[src/rtl/tst_pkg.sv]
// shared types and constants for the traffic stream table
`default_nettype none
package tst_pkg;
  localparam int unsigned PeerW = 48;

  typedef enum logic [1:0] {
    OP_GET     = 2'd0,
    OP_RM_PEER = 2'd1,
    OP_RM_ALL  = 2'd2,
    OP_NONE    = 2'd3
  } op_t;

  typedef enum logic [2:0] {
    ST_FOUND     = 3'd0,
    ST_CREATED   = 3'd1,
    ST_MCAST     = 3'd2,
    ST_BAD_TID   = 3'd3,
    ST_NOT_FOUND = 3'd4,
    ST_FULL      = 3'd5
  } status_t;

  localparam logic [2:0] PrioTid0 = 3'd0;
  localparam logic [2:0] PrioTid1 = 3'd2;
  localparam logic [2:0] PrioTid4 = 3'd5;
  localparam logic [2:0] PrioTid6 = 3'd7;

  localparam logic [1:0] RegQos = 2'd0;

  // tid to priority mapping, bit 3 flags an invalid tid
  function automatic logic [3:0] tid_map(input logic [3:0] tid);
    logic [3:0] r;
    case (tid)
      4'd0, 4'd3: r = {1'b0, PrioTid0};
      4'd1, 4'd2: r = {1'b0, PrioTid1};
      4'd4, 4'd5: r = {1'b0, PrioTid4};
      4'd6, 4'd7: r = {1'b0, PrioTid6};
      default:    r = 4'b1000;
    endcase
    return r;
  endfunction
endpackage
`default_nettype wire

[src/rtl/tst_req_if.sv]
// request and result stream interfaces
`default_nettype none
interface tst_req_if;
  logic        valid;
  logic        ready;
  logic [1:0]  op;
  logic [47:0] peer_addr;
  logic [3:0]  tid;
  logic        is_tx;
  logic        add_if_missing;
  modport source (output valid, op, peer_addr, tid, is_tx, add_if_missing, input ready);
  modport sink   (input valid, op, peer_addr, tid, is_tx, add_if_missing, output ready);
endinterface

interface tst_rsp_if;
  logic       valid;
  logic       ready;
  logic [2:0] status;
  logic [3:0] entry_index;
  logic [5:0] removed_count;
  modport source (output valid, status, entry_index, removed_count, input ready);
  modport sink   (input valid, status, entry_index, removed_count, output ready);
endinterface
`default_nettype wire

[src/rtl/traffic_stream_table_top.sv]
// top level of the traffic stream table
//  channel | dir | signals
//  req     | in  | op, peer_addr, tid, is_tx, add_if_missing
//  rsp     | out | status, entry_index, removed_count
//  apb     | in  | qos_enabled at address 0
// a get walks the admitted entries one per cycle
// a remove walks both tables one entry per cycle
// one item at a time; synchronous reset restores empty tables at once
// a held result stalls the next request until taken
`default_nettype none
module traffic_stream_table_top
  import tst_pkg::*;
#(
  parameter int unsigned STREAM_ENTRIES = 16
) (
  input  wire logic clk,
  input  wire logic rst,
  tst_req_if.sink   req,
  tst_rsp_if.source rsp,
  input  wire logic        psel,
  input  wire logic        penable,
  input  wire logic        pwrite,
  input  wire logic [1:0]  paddr,
  input  wire logic [31:0] pwdata,
  output logic [31:0]      prdata,
  output logic             pready
);
  logic qos, load, step, side, wr_back, walk_last, hit;

  assign pready = 1'b1;
  assign prdata = {31'd0, qos};
  // qos register write
  always_ff @(posedge clk) begin
    if (rst) qos <= 1'b0;
    else if (psel && penable && pwrite && paddr == {RegQos}) qos <= pwdata[0];
  end

  tst_ctrl u_ctrl (
    .clk, .rst, .in_valid(req.valid), .in_ready(req.ready),
    .out_valid(rsp.valid), .out_ready(rsp.ready), .in_op(req.op),
    .walk_last, .hit, .load, .step, .side, .wr_back
  );

  tst_dp #(.N(STREAM_ENTRIES)) u_dp (
    .clk, .rst, .qos, .load, .step, .side, .wr_back,
    .op(req.op), .peer_addr(req.peer_addr), .tid(req.tid), .is_tx(req.is_tx),
    .add_if_missing(req.add_if_missing), .walk_last, .hit,
    .status(rsp.status), .entry_index(rsp.entry_index),
    .removed_count(rsp.removed_count)
  );
endmodule
`default_nettype wire

[src/rtl/tst_ctrl.sv]
// controller: sequences searches, allocation and removal walks
`default_nettype none
module tst_ctrl
  import tst_pkg::*;
(
  input  wire logic clk,
  input  wire logic rst,
  input  wire logic in_valid,
  output logic      in_ready,
  output logic      out_valid,
  input  wire logic out_ready,
  input  wire logic [1:0] in_op,
  input  wire logic       walk_last,
  input  wire logic       hit,
  output logic      load,
  output logic      step,
  output logic      side,
  output logic      wr_back
);
  typedef enum logic [2:0] {S_IDLE, S_SRCH, S_RM, S_DONE} state_t;
  state_t state;

  assign in_ready   = (state == S_IDLE);
  assign load       = in_valid && in_ready;
  assign step       = (state == S_SRCH) || (state == S_RM);
  assign wr_back    = (state == S_SRCH) && (walk_last || hit);

  // state and registered outputs
  always_ff @(posedge clk) begin
    if (rst) begin
      state     <= S_IDLE;
      out_valid <= 1'b0;
      side      <= 1'b1;
    end else begin
      case (state)
        S_IDLE: begin
          if (load) begin
            side  <= 1'b1;
            if (in_op == OP_RM_PEER || in_op == OP_RM_ALL) state <= S_RM;
            else if (in_op == OP_GET) state <= S_SRCH;
            else begin
              state     <= S_DONE;
              out_valid <= 1'b1;
            end
          end
        end
        S_SRCH: begin
          if (walk_last || hit) begin
            state     <= S_DONE;
            out_valid <= 1'b1;
          end
        end
        S_RM: begin
          if (walk_last) begin
            if (side) side <= 1'b0;
            else begin
              state     <= S_DONE;
              out_valid <= 1'b1;
            end
          end
        end
        S_DONE: begin
          if (out_ready) begin
            out_valid <= 1'b0;
            state     <= S_IDLE;
          end
        end
        default: state <= S_IDLE;
      endcase
    end
  end
endmodule
`default_nettype wire

[src/rtl/tst_dp.sv]
// datapath: entry tables, admission order, free queues and walk counter
`default_nettype none
module tst_dp
  import tst_pkg::*;
#(
  parameter int unsigned N = 16
) (
  input  wire logic clk,
  input  wire logic rst,
  input  wire logic qos,
  input  wire logic load,
  input  wire logic step,
  input  wire logic side,
  input  wire logic wr_back,
  input  wire logic [1:0]  op,
  input  wire logic [47:0] peer_addr,
  input  wire logic [3:0]  tid,
  input  wire logic        is_tx,
  input  wire logic        add_if_missing,
  output logic             walk_last,
  output logic             hit,
  output logic [2:0]       status,
  output logic [3:0]       entry_index,
  output logic [5:0]       removed_count
);
  localparam int unsigned IW = (N > 1) ? $clog2(N) : 1;
  localparam int unsigned CW = $clog2(N + 1);

  logic            valid_q [2][N];
  logic [47:0]     peer_q  [2][N];
  logic [2:0]      prio_q  [2][N];
  logic [IW-1:0]   order_q [2][N];
  logic [CW-1:0]   acnt    [2];
  logic [IW-1:0]   fq      [2][N];
  logic [IW-1:0]   fhead   [2];
  logic [CW-1:0]   fcnt    [2];

  // captured request
  logic [1:0]  op_r;
  logic [47:0] peer_r;
  logic [2:0]  prio_r;
  logic        tbl_r, add_r, early;
  logic [CW-1:0] k, kept;
  logic [5:0]  freed;
  logic        tb;
  logic [IW-1:0] idx, pos, alloc, fhead_inc;
  logic [CW:0] pos_sum;
  logic        match, dorm;
  logic [3:0]  tm;

  assign tm    = tid_map(tid);
  assign tb    = (op_r == OP_GET) ? tbl_r : side;
  assign idx   = order_q[tb][k[IW-1:0]];
  assign walk_last = early || (k >= acnt[tb]) || (k + CW'(1) >= acnt[tb]);
  assign match = (k < acnt[tb]) && valid_q[tb][idx] && peer_q[tb][idx] == peer_r
                 && prio_q[tb][idx] == prio_r;
  assign hit   = (op_r == OP_GET) && !early && match;
  assign dorm  = (k < acnt[tb]) && ((op_r == OP_RM_ALL) || peer_q[tb][idx] == peer_r);
  // free queue tail and head advance, wrapped at the table size
  assign pos_sum   = (CW+1)'(fhead[tb]) + (CW+1)'(fcnt[tb]);
  assign pos       = (pos_sum >= (CW+1)'(N)) ? IW'(pos_sum - (CW+1)'(N)) : IW'(pos_sum);
  assign fhead_inc = (fhead[tb] == IW'(N - 1)) ? '0 : fhead[tb] + IW'(1);
  assign alloc = fq[tb][fhead[tb]];

  always_ff @(posedge clk) begin
    if (rst) begin
      for (int t = 0; t < 2; t++) begin
        for (int i = 0; i < N; i++) begin
          valid_q[t][i] <= 1'b0;
          peer_q[t][i]  <= '0;
          prio_q[t][i]  <= '0;
          fq[t][i]      <= IW'(i);
        end
        acnt[t]  <= '0;
        fhead[t] <= '0;
        fcnt[t]  <= CW'(N);
      end
    end else if (load) begin
      op_r   <= op;
      peer_r <= peer_addr;
      tbl_r  <= is_tx;
      add_r  <= add_if_missing;
      prio_r <= qos ? tm[2:0] : 3'd0;
      k <= '0; kept <= '0; freed <= '0;
      entry_index <= '0; removed_count <= '0;
      early <= 1'b0;
      status <= ST_NOT_FOUND;
      if (op == OP_GET) begin
        if (peer_addr[40]) begin
          status <= ST_MCAST; early <= 1'b1;
        end else if (qos && tm[3]) begin
          status <= ST_BAD_TID; early <= 1'b1;
        end
      end else if (op != OP_NONE) begin
        status <= ST_FOUND;
      end
    end else if (step) begin
      // one admitted entry per cycle
      if (op_r == OP_GET) begin
        k <= k + CW'(1);
        if (hit) begin
          status <= ST_FOUND; entry_index <= 4'(idx);
        end else if (wr_back && !early) begin
          if (!add_r) status <= ST_NOT_FOUND;
          else if (fcnt[tb] == '0 || acnt[tb] >= CW'(N)) status <= ST_FULL;
          else begin
            status <= ST_CREATED;
            entry_index <= 4'(alloc);
            valid_q[tb][alloc] <= 1'b1;
            peer_q[tb][alloc]  <= peer_r;
            prio_q[tb][alloc]  <= prio_r;
            order_q[tb][acnt[tb][IW-1:0]] <= alloc;
            acnt[tb]  <= acnt[tb] + CW'(1);
            fhead[tb] <= fhead_inc;
            fcnt[tb]  <= fcnt[tb] - CW'(1);
          end
        end
      end else begin
        k <= walk_last ? '0 : k + CW'(1);
        if (dorm) begin
          valid_q[tb][idx] <= 1'b0;
          fq[tb][pos]      <= idx;
          fcnt[tb]         <= fcnt[tb] + CW'(1);
          freed            <= freed + 6'd1;
          removed_count    <= freed + 6'd1;
        end else if (k < acnt[tb]) begin
          order_q[tb][kept[IW-1:0]] <= idx;
        end
        if (walk_last) begin
          acnt[tb] <= (k < acnt[tb] && !dorm) ? kept + CW'(1) : kept;
          kept <= '0;
        end else if (k < acnt[tb] && !dorm) begin
          kept <= kept + CW'(1);
        end
      end
    end
  end
endmodule
`default_nettype wire

[src/flat_wrapper.sv]
// flat-port wrapper written by rule: the top's interface ports become plain ports
module traffic_stream_table_top_flat import tst_pkg::*;
#(
  parameter int unsigned STREAM_ENTRIES = 16
)
  (clk, rst, psel, penable, pwrite, paddr, pwdata, prdata, pready, req_valid, req_op, req_peer_addr, req_tid, req_is_tx, req_add_if_missing, req_ready, rsp_valid, rsp_status, rsp_entry_index, rsp_removed_count, rsp_ready);
  tst_req_if req_i ();
  tst_rsp_if rsp_i ();
  input  wire logic clk;
  input  wire logic rst;
  input  wire logic psel;
  input  wire logic penable;
  input  wire logic pwrite;
  input  wire logic [1:0] paddr;
  input  wire logic [31:0] pwdata;
  output logic [31:0] prdata;
  output logic pready;
  input wire logic [$bits(req_i.valid)-1:0] req_valid;
  input wire logic [$bits(req_i.op)-1:0] req_op;
  input wire logic [$bits(req_i.peer_addr)-1:0] req_peer_addr;
  input wire logic [$bits(req_i.tid)-1:0] req_tid;
  input wire logic [$bits(req_i.is_tx)-1:0] req_is_tx;
  input wire logic [$bits(req_i.add_if_missing)-1:0] req_add_if_missing;
  output wire logic [$bits(req_i.ready)-1:0] req_ready;
  output wire logic [$bits(rsp_i.valid)-1:0] rsp_valid;
  output wire logic [$bits(rsp_i.status)-1:0] rsp_status;
  output wire logic [$bits(rsp_i.entry_index)-1:0] rsp_entry_index;
  output wire logic [$bits(rsp_i.removed_count)-1:0] rsp_removed_count;
  input wire logic [$bits(rsp_i.ready)-1:0] rsp_ready;
  assign req_i.valid = req_valid;
  assign req_i.op = req_op;
  assign req_i.peer_addr = req_peer_addr;
  assign req_i.tid = req_tid;
  assign req_i.is_tx = req_is_tx;
  assign req_i.add_if_missing = req_add_if_missing;
  assign req_ready = req_i.ready;
  assign rsp_valid = rsp_i.valid;
  assign rsp_status = rsp_i.status;
  assign rsp_entry_index = rsp_i.entry_index;
  assign rsp_removed_count = rsp_i.removed_count;
  assign rsp_i.ready = rsp_ready;
  traffic_stream_table_top #(.STREAM_ENTRIES(STREAM_ENTRIES)) u_core (.clk(clk), .rst(rst), .req(req_i), .rsp(rsp_i), .psel(psel), .penable(penable), .pwrite(pwrite), .paddr(paddr), .pwdata(pwdata), .prdata(prdata), .pready(pready));
endmodule
[config.mk]
export PLATFORM = sky130hd
export DESIGN_NAME = traffic_stream_table_top_flat
export DESIGN_NICKNAME = d
export VERILOG_FILES = /design/src/rtl/tst_pkg.sv /design/src/rtl/tst_req_if.sv /design/src/rtl/traffic_stream_table_top.sv /design/src/rtl/tst_ctrl.sv /design/src/rtl/tst_dp.sv /design/src/flat_wrapper.sv
export SDC_FILE = /design/constraint.sdc
export NUM_CORES = 2
export LEC_CHECK = 0
export BUFFER_PORTS_ARGS = -buffer_cell sky130_fd_sc_hd__buf_2
export CORE_UTILIZATION = 50
export CTS_BUF_LIST = sky130_fd_sc_hd__clkbuf_8 sky130_fd_sc_hd__clkbuf_16
export CTS_CLUSTER_SIZE = 12
export DETAILED_ROUTE_END_ITERATION = 12
export PLACE_DENSITY = 0.68
export SYNTH_ARGS = -nofsm -noshare
export SYNTH_HDL_FRONTEND = slang
export SYNTH_SLANG_ARGS = --single-unit
[constraint.sdc]
create_clock -name clk -period 9.2 [get_ports clk]
set_input_delay 0.46 -clock clk [delete_from_list [all_inputs] [get_ports clk]]
set_output_delay 0.46 -clock clk [all_outputs]
set_load 0.05 [all_outputs]
==> results.txt <==
HPWL Detailed = 174 mm
Worst Setup Start Kind = register
Synth Area per Inst = 13.0 sq um
Slew Viols, Final = 0
RSZ-0062 raised after global routing = no
post-CTS resize count = 0
CP Cell Sequence = buf_4, mux4_2, and3_1, a211o_1, buf_4, nand4_4, buf_4, nor2_1, a32o_1, nor3_1, xnor2_1, o32ai_1, nand4_1, nor3_1, buf_4, a31oi_4, buf_4, nand2_4, buf_4, o21bai_4, buf_12
Min-Delay Path Class = in -> reg
most used cell, CP = buf_4
final instance area = 101000 sq um
Initial Utilization = 50.4%
Die W = 427 microns
Final Wtd Congestion = 0.898
min Tclk post-route = 8.59 ns
drt drc = 0
Finished Layout Cells = 9498
synthesized cell area = 90100 sq um
WP data required = 9.73 ns
register area share after synthesis = 66.5%
CTS root buf = clkbuf_16
Synth Register Bits = 1999
global route overflow = 0
Max Used Layer = met5
routed length on met2 = 137 mm
max-cap violations = 0
Die H = 427 microns
Clk network pwr share = 25.4%
skew final = 0.0410 ns
crit path max fanout = 43
Total Wirelength = 312 mm
Tot Pwr = 30.0 mW
combinational cell fraction of total power = 39.0%
switch share = 40.7%
Placed Area = 94900 sq um
Hold Buf Count CTS = 56
outcome = completed
worst hold slack = 0.0342 ns
TritonCTS buffer count = 205
period utilisation layout = 93.4%
critical path data arrival time = 9.12 ns
switching pwr = 12.2 mW
slowest stage cell on the critical path = edfxtp_1
initial antenna violation count = 15
vias in the first global route = 61800
Setup violations, final = 0
worst slew pin tran = 1.35 ns
crit-path max cell delay = 1.02 ns
Worst-Skew Late Latency = 0.88 ns
antenna-violating nets left = 0
core area = 179000 sq um
Die ar. = 182000 sq um
Iter 0 DRT Violations = 11600
Most used DFF post-synth = edfxtp_1
Rel. slew slack = 9.70%
design internal power = 17.8 mW
Hold Fails Final Rpt = 0
setup repair bufs after CTS = 0
Crit Path Category = reg -> reg
metal3 WL = 46.3 mm
CTS tree = built
H-tree depth = 4
area grow syn2layout = 12.5%
drt first pass iters = 9
share of layout cells above drive strength 1 = 12.9%
Vias = 64700
Sequential Power Share = 35.6%
port bufs = 81
VDD IR max = 0.000284 V
Met1 Wirelength = 109 mm
Setup crit end kind = register
Yosys cell types = 97
clock sink count = 1999
Vias/cell = 6.81
pwr/cell area = 296 nW/um^2
Synth async-reset ratio = 0%
Setup Total Neg Slack = 0 ns
routed wire length per instance = 32.8 microns
placed insts = 9090
cell count after synthesis = 6952
Ys Warns = 0
GRT Overall Usage = 33.9%
Pleak = 36.9 nW
largest net degree at the start of global routing = 159
Post-layout nets = 7131
number of flops mapped to enable cells by yosys = 1994
standard-cell rows = 155
Clock Tree Buf Depth = 3
clock slew at reported path FFs = 0.06 ns
fmax = 116 MHz
Top Ports = 145
first-pass GRT wire length = 441 mm
-- area by class of cell --
cell class              instances  area (sq um)
diodes                          5          12.5
clock buffers                 206          5150
clock inverters               141           783
fillers                     14100         77400
inverters                     103           390
multi-input cells            4209         27200
flip-flops and latches       1999         60000
well taps                    2355          2950
repair buffers                480          4940
-- sequential cells by signal, summed over array words and instances, names as in the netlist, 6 cells and up --
register and cells:
u_core.u_dp.peer_q 1536, u_core.u_dp.fq 128, u_core.u_dp.order_q 128, u_core.u_dp.prio_q 64
u_core.u_dp.peer_r 48, u_core.u_dp.valid_q 32, u_core.u_dp.acnt 10, u_core.u_dp.fcnt 10
u_core.u_dp.fhead 8, u_core.u_dp.freed 6
-- Yosys cell counts, types with 36 or more instances --
cell type,number,area (sq um)
buf_1,37,139
and2_1,276,1730
o21ai_0,68,340
a211oi_1,79,593
clkbuf_1,336,1260
edfxtp_1,1994,59900
nand4_1,39,244
a21oi_1,206,1030
nor2_1,290,1090
a32oi_1,42,368
mux4_2,111,2500
a31oi_1,51,319
mux2i_1,289,2890
buf_2,183,916
inv_1,101,379
nand3_1,367,1840
nor3_1,206,1030
nor2b_1,36,225
a21o_1,67,503
buf_4,81,608
xnor2_1,74,648
and3_1,193,1210
nor4_1,274,1710
nand2_1,1013,3800
a311oi_1,66,578
-- worst max-delay path, delay by kind of cell (launching register included) --
family | cells | cell delay [ns]
multiplexers | 1 | 0.27
buffers and inverters | 7 | 2.46
flip-flops | 1 | 1.02
AO/OA/AOI/OAI | 5 | 1.42
AND/OR/NAND/NOR | 7 | 2.31
XOR/XNOR | 1 | 0.62
-- cell usage in the layout (no fill, tap or decap), types with 111 or more instances in the layout --
cell and count:
and3_1 192, mux2i_1 288, mux4_2 111, nor3_1 197
buf_4 232, edfxtp_1 1994, buf_12 112, clkbuf_16 206
and2_1 276, inv_1 161, a21oi_1 199, nand2_1 1004
nand3_1 364, nor2_1 282, nor4_1 271
-- power by group through the flow --
stage                     Combinational [mW]  Sequential (mW)  Clock (mW)
after detailed placement                11.1             10.8           0
after CTS                               11.2             10.6        7.65
after global placement                  11.0             10.8           0
final                                   11.7             10.7        7.62
after floorplan                         6.94             10.8           0
after global routing                    11.9             10.7        7.98
-- cells by family (layout without fill, tap and decap cells) --
kind of cell    after synthesis  in the layout  share of synthesized area [%]
compound gates              857            857                           6.72
xor+xnor                     83             83                          0.837
fa+ha+maj                    36             36                          0.516
buf+inv                     774            930                           4.10
flops                      1999           1999                           66.5
mux                         413            413                           6.15
other cells                   2             37                        0.00833
simple gates               2788           2788                           15.1
-- metrics by stage --
step                setup WS (ns)  util [%]
floorplan                   0.600         -
global route                0.517      56.7
detailed placement          0.990      53.0
CTS                         0.936      56.7
finish                      0.607      56.7
global placement             1.03      53.0
-- final timing paths --
| path | start | endpoint | slack, ns | cells past startpoint |
|---|---|---|---|---|
| worst max-delay path | u_core.u_dp.k[0] | u_core.u_dp.peer_q[1][194] | 0.61 | 21 |
| worst min-delay path | req_tid[2] | u_core.u_dp.prio_r[0] | 0.03 | 2 |
| worst max register to register | u_core.u_dp.k[0] | u_core.u_dp.peer_q[1][194] | 0.61 | 21 |
| worst min register to register | u_core.u_ctrl.out_valid | u_core.u_ctrl.out_valid | 0.55 | 2 |
-- routing by layer --
| metal | vias to the layer above | global-route usage (%) |
|---|---|---|
| li1 | 26200 | - |
| met1 | 31800 | 44.9 |
| met2 | 5500 | 50.3 |
| met3 | 1124 | 9.85 |
| met4 | 22 | 18.6 |
| met5 | - | 0 |
No activity file was read; power rests on OpenSTA's default activity.
